[src/vel_pkg.sv]
// ----------------------------------------------------------------------------
// vel_pkg: shared types and constants for the vector length block
// Sum width, result width, default parameters, and the command/status
// bundles between controller and datapath.
// ----------------------------------------------------------------------------
package vel_pkg;

  localparam int SUM_BITS          = 40;
  localparam int NORM_W            = 28;
  localparam int ELEMENT_WIDTH_DEF = 16;
  localparam int FRACTION_BITS_DEF = 8;

  localparam logic [SUM_BITS-1:0] SUM_MAX  = '1;
  localparam logic [NORM_W-1:0]   NORM_MAX = '1;

  typedef struct packed {
    logic accept;     // element transfer this cycle
    logic root_load;  // final sum into the root unit, clear accumulator
    logic root_step;  // one root digit
  } vel_cmd_t;

  typedef struct packed {
    logic root_last;  // current step is the final root digit
  } vel_stat_t;

endpackage

[src/vel_ctrl.sv]
// ----------------------------------------------------------------------------
// vel_ctrl: sequencer for the vector length block
// Tracks the closing element through square, accumulate and root phases
// and raises the result strobe.
// ----------------------------------------------------------------------------
module vel_ctrl
  import vel_pkg::*;
(
  input  logic      clk,
  input  logic      rst_n,
  input  logic      start,
  input  logic      in_is_last,
  input  vel_stat_t stat,
  output vel_cmd_t  cmd,
  output logic      busy,
  output logic      out_valid
);

  typedef enum logic [4:0] {
    S_IDLE = 5'b00001,
    S_SQ   = 5'b00010,
    S_LOAD = 5'b00100,
    S_ROOT = 5'b01000,
    S_DONE = 5'b10000
  } state_t;

  state_t state_r, state_nxt;
  logic   accept;

  assign busy      = !(state_r == S_IDLE || state_r == S_DONE);
  assign accept    = start && !busy;
  assign out_valid = (state_r == S_DONE);

  always_comb begin
    cmd.accept    = accept;
    cmd.root_load = (state_r == S_LOAD);
    cmd.root_step = (state_r == S_ROOT);
  end

  always_comb begin
    state_nxt = state_r;
    unique case (state_r)
      S_IDLE, S_DONE: begin
        if (accept && in_is_last) state_nxt = S_SQ;
        else                      state_nxt = S_IDLE;
      end
      S_SQ:   state_nxt = S_LOAD;
      S_LOAD: state_nxt = S_ROOT;
      S_ROOT: begin
        if (stat.root_last) state_nxt = S_DONE;
      end
      default: state_nxt = S_IDLE;
    endcase
  end

  always_ff @(posedge clk) begin
    if (!rst_n) state_r <= S_IDLE;
    else        state_r <= state_nxt;
  end

endmodule

[src/vel_dp.sv]
// ----------------------------------------------------------------------------
// vel_dp: datapath for the vector length block
// Squares each element, accumulates with saturation at 2^40-1, and runs a
// restoring square root one digit per cycle on the scaled final sum.
// ----------------------------------------------------------------------------
module vel_dp
  import vel_pkg::*;
#(
  parameter int ELEMENT_WIDTH = ELEMENT_WIDTH_DEF,
  parameter int FRACTION_BITS = FRACTION_BITS_DEF
) (
  input  logic                            clk,
  input  logic                            rst_n,
  input  vel_cmd_t                        cmd,
  input  logic signed [ELEMENT_WIDTH-1:0] in_element,
  output vel_stat_t                       stat,
  output logic [NORM_W-1:0]               out_norm_fixed,
  output logic                            out_saturated
);

  localparam int SQ_W  = 2 * ELEMENT_WIDTH;
  localparam int ACC_W = ((SQ_W > SUM_BITS) ? SQ_W : SUM_BITS) + 1;
  localparam int RP    = (SUM_BITS + 2 * FRACTION_BITS + 1) / 2;
  localparam int SC_W  = 2 * RP;
  localparam int REM_W = RP + 2;
  localparam int CNT_W = $clog2(RP);
  localparam int CMP_W = (RP > NORM_W) ? RP : NORM_W;

  // squaring stage
  logic [ELEMENT_WIDTH-1:0] mag;
  logic [SQ_W-1:0]          sq_r, sq_nxt;
  logic                     sq_vld_r;

  // two's complement negate also gives the right magnitude for the most
  // negative code
  assign mag    = in_element[ELEMENT_WIDTH-1] ? (~in_element + 1'b1) : in_element;
  assign sq_nxt = SQ_W'(mag) * SQ_W'(mag);

  always_ff @(posedge clk) begin
    if (!rst_n) sq_vld_r <= 1'b0;
    else        sq_vld_r <= cmd.accept;
  end

  always_ff @(posedge clk) begin
    if (cmd.accept) sq_r <= sq_nxt;
  end

  // saturating accumulator
  logic [SUM_BITS-1:0] sum_r, sum_nxt;
  logic [ACC_W-1:0]    sum_ext;

  assign sum_ext = ACC_W'(sum_r) + ACC_W'(sq_r);

  always_comb begin
    sum_nxt = sum_r;
    priority if (cmd.root_load) begin
      sum_nxt = '0;
    end else if (sq_vld_r) begin
      if (sum_ext >= ACC_W'(SUM_MAX)) sum_nxt = SUM_MAX;
      else                           sum_nxt = sum_ext[SUM_BITS-1:0];
    end else begin
      sum_nxt = sum_r;
    end
  end

  always_ff @(posedge clk) begin
    if (!rst_n) sum_r <= '0;
    else        sum_r <= sum_nxt;
  end

  // digit-by-digit root of sum * 4^FRACTION_BITS
  logic [SC_W-1:0]  sh_r;
  logic [RP-1:0]    root_r;
  logic [REM_W-1:0] rem_r, rem_cat, trial;
  logic [CNT_W-1:0] cnt_r;
  logic             sat_r;

  assign rem_cat = {rem_r[REM_W-3:0], sh_r[SC_W-1 -: 2]};
  assign trial   = {root_r, 2'b01};

  always_ff @(posedge clk) begin
    if (cmd.root_load) begin
      sh_r   <= SC_W'(sum_r) << (2 * FRACTION_BITS);
      root_r <= '0;
      rem_r  <= '0;
      cnt_r  <= '0;
      sat_r  <= (sum_r == SUM_MAX);
    end else if (cmd.root_step) begin
      sh_r  <= sh_r << 2;
      cnt_r <= cnt_r + 1'b1;
      if (rem_cat >= trial) begin
        rem_r  <= rem_cat - trial;
        root_r <= {root_r[RP-2:0], 1'b1};
      end else begin
        rem_r  <= rem_cat;
        root_r <= {root_r[RP-2:0], 1'b0};
      end
    end
  end

  assign stat.root_last = (cnt_r == CNT_W'(RP - 1));

  logic [CMP_W-1:0] root_w;
  assign root_w         = CMP_W'(root_r);
  assign out_norm_fixed = (root_w > CMP_W'(NORM_MAX)) ? NORM_MAX : root_w[NORM_W-1:0];
  assign out_saturated  = sat_r;

endmodule

[src/vector_euclidean_length.sv]
// ----------------------------------------------------------------------------
// vector_euclidean_length: streaming Euclidean norm of an integer vector
// Elements come in one per transfer; the transfer marked last closes the
// vector and yields floor(sqrt(sum of squares) * 2^FRACTION_BITS) plus a
// flag for a saturated 40-bit sum.
// ----------------------------------------------------------------------------
// Usage: elements that are not last are taken one per cycle with busy low.
// After the transfer of the last element, busy stays high through the
// phases square, accumulate, load and root (one root digit
// per cycle for 20 + FRACTION_BITS digits); the result strobe out_valid is
// high in the next cycle, in which busy is already low and a new vector may
// begin. The result is shown for that one cycle only, so the receiver must
// take it then; the sum is cleared for the next vector.
module vector_euclidean_length
  import vel_pkg::*;
#(
  parameter int ELEMENT_WIDTH = ELEMENT_WIDTH_DEF,
  parameter int FRACTION_BITS = FRACTION_BITS_DEF
) (
  input  logic                            clk,
  input  logic                            rst_n,
  input  logic                            start,
  output logic                            busy,
  input  logic signed [ELEMENT_WIDTH-1:0] in_element,
  input  logic                            in_is_last,
  output logic                            out_valid,
  output logic [NORM_W-1:0]               out_norm_fixed,
  output logic                            out_saturated
);

  vel_cmd_t  cmd;
  vel_stat_t stat;

  vel_ctrl u_ctrl (
    .clk       (clk),
    .rst_n     (rst_n),
    .start     (start),
    .in_is_last(in_is_last),
    .stat      (stat),
    .cmd       (cmd),
    .busy      (busy),
    .out_valid (out_valid)
  );

  vel_dp #(
    .ELEMENT_WIDTH(ELEMENT_WIDTH),
    .FRACTION_BITS(FRACTION_BITS)
  ) u_dp (
    .clk           (clk),
    .rst_n         (rst_n),
    .cmd           (cmd),
    .in_element    (in_element),
    .stat          (stat),
    .out_norm_fixed(out_norm_fixed),
    .out_saturated (out_saturated)
  );

endmodule

[config.mk]
export PLATFORM = sky130hd
export DESIGN_NAME = vector_euclidean_length
export DESIGN_NICKNAME = d
export VERILOG_FILES = /design/src/vel_pkg.sv /design/src/vel_ctrl.sv /design/src/vel_dp.sv /design/src/vector_euclidean_length.sv
export SDC_FILE = /design/constraint.sdc
export NUM_CORES = 1
export LEC_CHECK = 0
export ABC_AREA = 1
export BUFFER_PORTS_ARGS = -buffer_cell sky130_fd_sc_hd__buf_2
export CAP_MARGIN = 20
export CORE_MARGIN = 4
export CORE_UTILIZATION = 59
export CTS_CLUSTER_SIZE = 24
export DETAILED_ROUTE_END_ITERATION = 7
export GPL_TIMING_DRIVEN = 0
export PLACE_DENSITY = 0.79
export SLEW_MARGIN = 25
export SYNTH_ARGS = -nofsm -noshare
export SYNTH_HDL_FRONTEND = slang
export SYNTH_SLANG_ARGS = --single-unit
[constraint.sdc]
create_clock -name clk -period 8.1 [get_ports clk]
set_input_delay 1.62 -clock clk [delete_from_list [all_inputs] [get_ports clk]]
set_output_delay 1.62 -clock clk [all_outputs]
set_load 0.02 [all_outputs]
==> impl_metrics.py, run 1 <==
metrics = {
    "run_status": {
        "status": "completed",
    },
    "yosys": {
        "syn_inst": 2636,
        "synth_area_per_cell_um2": 7.36,
        "yosys.cell_types.count": 55,
        "synth_edf_count": 72,
        "synth_seq_area_share_pct": 22.2,
        "ys_ff_latch": 179,
        "async_reset_ff_share_pct": 0,
        "synth_top_cell_by_area": "fa_1",
        "syn-cell-area_um2": 19400,
        "dominantRegCellSynth": "dfxtp_1",
        "synthTopCellsByArea": "fa_1 17%, nand2_1 12%, edfxtp_1 11%",
        "synth_top_area_share_pct": 17.0,
        "synth.most_common_cell": "nand2_1",
        "synth_warnings": 0,
        "synth_common_cells": "606 x nand2_1, 574 x inv_1, 212 x nor2_1",
    },
    "setup_path": {
        "reg2reg_from": "u_ctrl.state_r[0]",
        "r2r_setup_slack_ps": 4950,
        "end_kind": "flop",
        "arrival_ps": 8130,
        "cp_slowest_stage_delay_ps": 580,
        "reg2reg_to": "u_dp.sh_r[54]",
        "cp_max_fo": 5,
        "path_class": "input port to flop",
        "reg2reg_depth": 7,
        "required_ps": 8310,
        "start_kind": "input port",
        "cp_slowest_cell": "fa_2",
    },
    "power_and_ir_drop": {
        "p_seq_share_pct": 13.4,
        "p_int_w": 0.00506,
        "leakage_nw": 11.2,
        "p_clk_share_pct": 8.1,
        "swShare_pct": 51.3,
        "power.density_nw_per_um2": 482,
        "p_comb_share_pct": 78.6,
        "ir_drop_uv": 575,
        "p_total_w": 0.0104,
        "power_switching_w": 0.00534,
    },
    "drt": {
        "routed_via_density": 5.35,
        "dr.first_iter.drc_count": 1257,
        "wl_um": 50800,
        "via_count": 17098,
        "first_pass_iters": 6,
        "routedWlPerCell_um": 15.9,
        "ant_nets": 0,
        "route.detailed.drc": 0,
    },
    "hold_path": {
        "holdPathEnd": "u_dp.cnt_r[4]",
        "hold_path_class": "flop to flop",
        "hold_depth": 2,
        "min_from": "u_dp.cnt_r[4]",
    },
    "place": {
        "gp_congestion": 0.961,
        "dp.final_hpwl_um": 41500,
        "pre_cts_slack_ps": -1510,
        "dp_cells": 3138,
        "dpl_cell_area_um2": 20300,
        "port_buffers": 50,
    },
    "clock_network": {
        "clock_path_buffers": 2,
        "cts_sinks": 179,
        "cts_hold_buf": 0,
        "clock_latency_ps": 450,
        "clockRootBuffer": "clkbuf_16",
        "cts_buffers": 17,
        "htreeDepth": 4,
        "clk_pin_slew_ps": 80,
        "cts_tree": "yes",
    },
    "cells_and_area": {
        "area_growth_pct": 11.3,
        "drive_above_1_share_pct": 11.2,
        "fin_nets": 3085,
        "final_area_um2": 21600,
        "fin_cells": 3193,
        "antenna_cells": 0,
        "fillCellCount": 2802,
    },
    "sta": {
        "period_share_pct": 97.8,
        "hold_viol": 0,
        "drv_slew": 0,
        "skew_ps": 14.4,
        "setup_ws_ps": 175,
        "max_freq_mhz": 126,
        "whs_ps": 496,
        "worst_pin_slew_ps": 866,
        "finalSetupViolCount": 0,
        "min_period_ps": 7930,
        "maxSlewHeadroom_pct": 42.1,
    },
    "floorplanning": {
        "start_util_pct": 59.8,
        "die_h_um": 189,
        "die_x_um": 189,
        "rows": 66,
        "die_area_um2": 35800,
        "pin_count": 51,
        "core_area_um2": 32500,
    },
    "global_route": {
        "grt_start_max_net_pins": 35,
        "gr-usage-all-layers_pct": 28.4,
        "antenna_found_initial": 0,
        "overflow": 0,
        "grt_pass1_vias": 16927,
        "grt_pass1_wl_um": 82700,
    },
    "run": {
        "maxCapViolCount": 0,
    },
}
metal layers:
metal / share of wire (%) / global-route usage, %
met1: 44 / 38.4
met2: 46 / 47.2
met3: 5.8 / 2.86
met4: 4.6 / 11.7
met5: 0 / 0
registers in the layout, indices dropped and copies added, names as in the netlist:
register	count
u_dp.sh_r	40
u_dp.sum_r	40
u_dp.sq_r	31
u_dp.rem_r	28
u_dp.root_r	28
u_ctrl.state_r	5
u_dp.cnt_r	5
u_dp.out_saturated	1
u_dp.sq_vld_r	1
power by group through the flow:
stage	sequential [W]	combinational, W	clock [W]
floorplan	0.00137	0.00491	0
global placement	0.00141	0.00621	0
detailed placement	0.00141	0.00636	0
CTS	0.00139	0.00693	0.000842
global route	0.00140	0.00903	0.000882
finish	0.00139	0.00817	0.000838
repair_timing:
item / in CTS / in global routing
hold endpoints to repair: 0 / 0
gates resized for setup: 52 / 82
pin swaps: 17 / 58
buffers inserted: 11 / 12
endpoints found under the setup margin: 22 / 16
critical path, delay by kind of cell:
family | cells | cell delay, ps
adder cells (fa/ha/maj) | 8 | 3430
buffers and inverters | 10 | 840
AO/OA/AOI/OAI | 6 | 1040
XOR/XNOR | 1 | 80
AND/OR/NAND/NOR | 9 | 1100
metrics by stage:
step,util [%],setup TNS [ps]
finish,66.5,0
global route,66.5,-156
CTS,65.3,-22.3
detailed placement,62.5,-24670
global placement,62.4,-21430
floorplan,-,0
how the worst max path moves through the flow:
stage / to / from / cells after the start / slack [ps]
finish: u_dp.sq_r[23] / in_element[0] / 34 / 170
floorplan: u_dp.sq_r[23] / in_element[0] / 36 / 6
global placement: u_dp.sq_r[29] / in_element[0] / 32 / -1340
detailed placement: u_dp.sq_r[29] / in_element[0] / 32 / -1510
CTS: u_dp.sq_r[23] / in_element[0] / 36 / -10
global route: u_dp.sq_r[23] / in_element[0] / 34 / -50
kinds of logic after synthesis:
group | count (synthesis) | share of synthesized area (%)
flops | 179 | 22.2
other cells | 2 | 0.0387
xor+xnor | 67 | 3.10
buf+inv | 665 | 13.6
simple gates | 1050 | 23.5
fa+ha+maj | 327 | 27.5
compound gates | 346 | 10.0
cells in the final DEF (no fill, tap or decap), drive strengths merged, types with 7 or more instances in the layout:
master | netlist | layout
dfxtp | 107 | 107
inv | 578 | 584
nand3 | 110 | 110
ha | 162 | 162
xor2 | 43 | 43
o211ai | 12 | 12
nor4 | 17 | 17
a31oi | 11 | 11
a21o | 11 | 11
o21bai | 15 | 15
a22oi | 7 | 7
o21ai | 102 | 102
nand3b | 11 | 11
or2 | 8 | 8
nand4 | 17 | 17
xnor2 | 24 | 24
nand2 | 626 | 626
conb | 2 | 11
nor3 | 34 | 34
clkbuf | 58 | 79
buf | 22 | 96
fa | 165 | 165
o22ai | 14 | 14
edfxtp | 72 | 72
a21oi | 159 | 159
nor2 | 219 | 219
area by class of cell:
type	instances	area [um^2]	share of cell area, %
Clock inverter	11	104	0.481
Multi-Input combinational cell	1801	13000	60.0
Inverter	582	2210	10.2
Timing Repair Buffer	74	469	2.17
Tap cell	442	553	2.56
Buffer	83	517	2.39
Sequential cell	179	4300	19.9
Clock buffer	21	472	2.19
No activity file was read; power rests on OpenSTA's default activity.
==> run 2: changes to the inputs <==
PLACE_DENSITY = 0.88   (was 0.79)
==> run 2 against run 1 <==
Global-route usage rose by 0.71 points. Cell count rose by 0.63%. Die area did not move. Routed wire length rose by 4.9%. Register-to-register slack barely moved. Clock skew rose by 1.3 ps. Setup slack got worse by 22 ps.
==> impl_metrics.py, run 2 (same netlist as run 1, synthesis figures left out) <==
metrics = {
    "setup_path": {
        "cp_max_fo": 5,
        "required_ps": 8320,
        "cp_slowest_stage_delay_ps": 550,
        "cp_slowest_cell": "fa_1",
        "arrival_ps": 8170,
        "end_kind": "flop",
        "path_class": "input port to flop",
        "start_kind": "input port",
        "crit_top_cell": "inv_1",
    },
    "cells_and_area": {
        "drive_above_1_share_pct": 12.2,
        "fin_nets": 3105,
        "final_common_cell": "nand2_1",
        "regArea_um2": 4300,
        "layout_common_cells": "582 x nand2_1, 559 x inv_1, 192 x nor2_1, 163 x fa_1, 148 x ha_1",
        "reg_top3": "u_dp.sh_r (40), u_dp.sum_r (40), u_dp.sq_r (31)",
        "multiInputGateArea_um2": 13100,
        "antenna_cells": 0,
        "fillCellCount": 2621,
        "area_growth_pct": 12.7,
        "fin_cells": 3213,
    },
    "floorplanning": {
        "die_x_um": 189,
        "die_h_um": 189,
        "die_area_um2": 35800,
        "pin_count": 51,
        "rows": 66,
        "start_util_pct": 59.8,
        "core_area_um2": 32500,
    },
    "clock_network": {
        "cts_sinks": 179,
        "cts_buffers": 17,
        "clock_latency_ps": 460,
        "htreeDepth": 4,
        "clk_pin_slew_ps": 80,
        "clockRootBuffer": "clkbuf_16",
        "clock_path_buffers": 2,
        "cts_tree": "yes",
    },
    "place": {
        "dp_cells": 3138,
        "gp_congestion": 1.00,
        "dp.final_hpwl_um": 41800,
        "port_buffers": 50,
    },
    "drt": {
        "routedWlPerCell_um": 16.6,
        "route.detailed.drc": 0,
        "via_count": 17484,
        "first_pass_iters": 6,
        "ant_nets": 0,
        "dr.first_iter.drc_count": 1527,
        "routed_via_density": 5.44,
        "wl_um": 53300,
    },
    "sta": {
        "max_freq_mhz": 126,
        "skew_ps": 15.7,
        "min_period_ps": 7950,
        "hold_viol": 0,
        "period_share_pct": 98.1,
        "worst_pin_slew_ps": 912,
        "drv_slew": 0,
        "finalSetupViolCount": 0,
        "maxSlewHeadroom_pct": 39.0,
    },
    "global_route": {
        "grt_start_max_net_pins": 36,
        "gr-usage-all-layers_pct": 29.1,
        "grt_pass1_wl_um": 84700,
        "overflow": 0,
        "antenna_found_initial": 0,
        "grt_pass1_vias": 17360,
    },
    "hold_path": {
        "hold_path_class": "flop to flop",
    },
    "run": {
        "maxCapViolCount": 0,
    },
    "run_status": {
        "status": "completed",
    },
}
==> run 2: cell types whose count changed in the layout (fill, tap and decap cells not counted), moves of 4 or more <==
cell	change
buf_4	+18
nor2_4	+4
nor2_1	-13
nor2_2	+9
ha_4	+5
==> run 2: layout make-up <==
| class | instances | area share (%) |
|---|---|---|
| Timing Repair Buffer | 94 | 2.93 |
| Clock buffer | 20 | 2.10 |
| Clock inverter | 12 | 0.515 |
| Inverter | 582 | 10.2 |
| Tap cell | 442 | 2.53 |
| Multi-Input combinational cell | 1801 | 59.7 |
| Buffer | 83 | 2.34 |
| Sequential cell | 179 | 19.7 |
==> run 2: worst paths after layout <==
check / end / cells after the start / startpoint / slack [ps]
max reg2reg: u_dp.rem_r[16] / 16 / u_dp.root_r[1] / 4960
max: u_dp.sq_r[23] / 38 / in_element[0] / 150
min: u_dp.cnt_r[4] / 2 / u_dp.cnt_r[4] / 500
min reg2reg: u_dp.cnt_r[4] / 2 / u_dp.cnt_r[4] / 500
==> run 2: critical path, delay by kind of cell <==
kind / cells / cell delay [ps]
XOR/XNOR: 2 / 170
adder cells (fa/ha/maj): 8 / 3480
AO/OA/AOI/OAI: 4 / 650
AND/OR/NAND/NOR: 9 / 960
buffers and inverters: 15 / 1290
==> run 2: routing by layer <==
layer / up-vias / global-route usage (%) / wire, um
li1: 8439 / - / -
met1: 8165 / 38.0 / 21900
met2: 709 / 49.1 / 25200
met3: 171 / 3.72 / 3870
met4: 0 / 12.6 / 2220
met5: - / 0 / 0
==> run 2: repair_timing <==
| item | in CTS | in global routing |
|---|---|---|
| hold buffers | 0 | 0 |
| pin swaps | 33 | 55 |
| setup endpoints to repair | 22 | 16 |
| buffers inserted | 21 | 22 |
| resized for setup | 77 | 83 |
==> run 2: per-stage QoR <==
step                      hold slack, ps  util [%]  area [um^2]  setup WS [ps]  TNS [ps]
after detailed placement             474      62.5        20300          -1470    -24220
after global placement               462      62.4        20300          -1320    -20950
final                                496      67.4        21900            153         0
after global routing                 517      67.4        21900          -95.0      -531
after floorplan                      445         -        19500           5.81         0
after CTS                            485      65.9        21400           12.2         0
Power of run 2 is not shown: default switching activity piles up to over one toggle a cycle in this logic, so the estimate is an artifact.
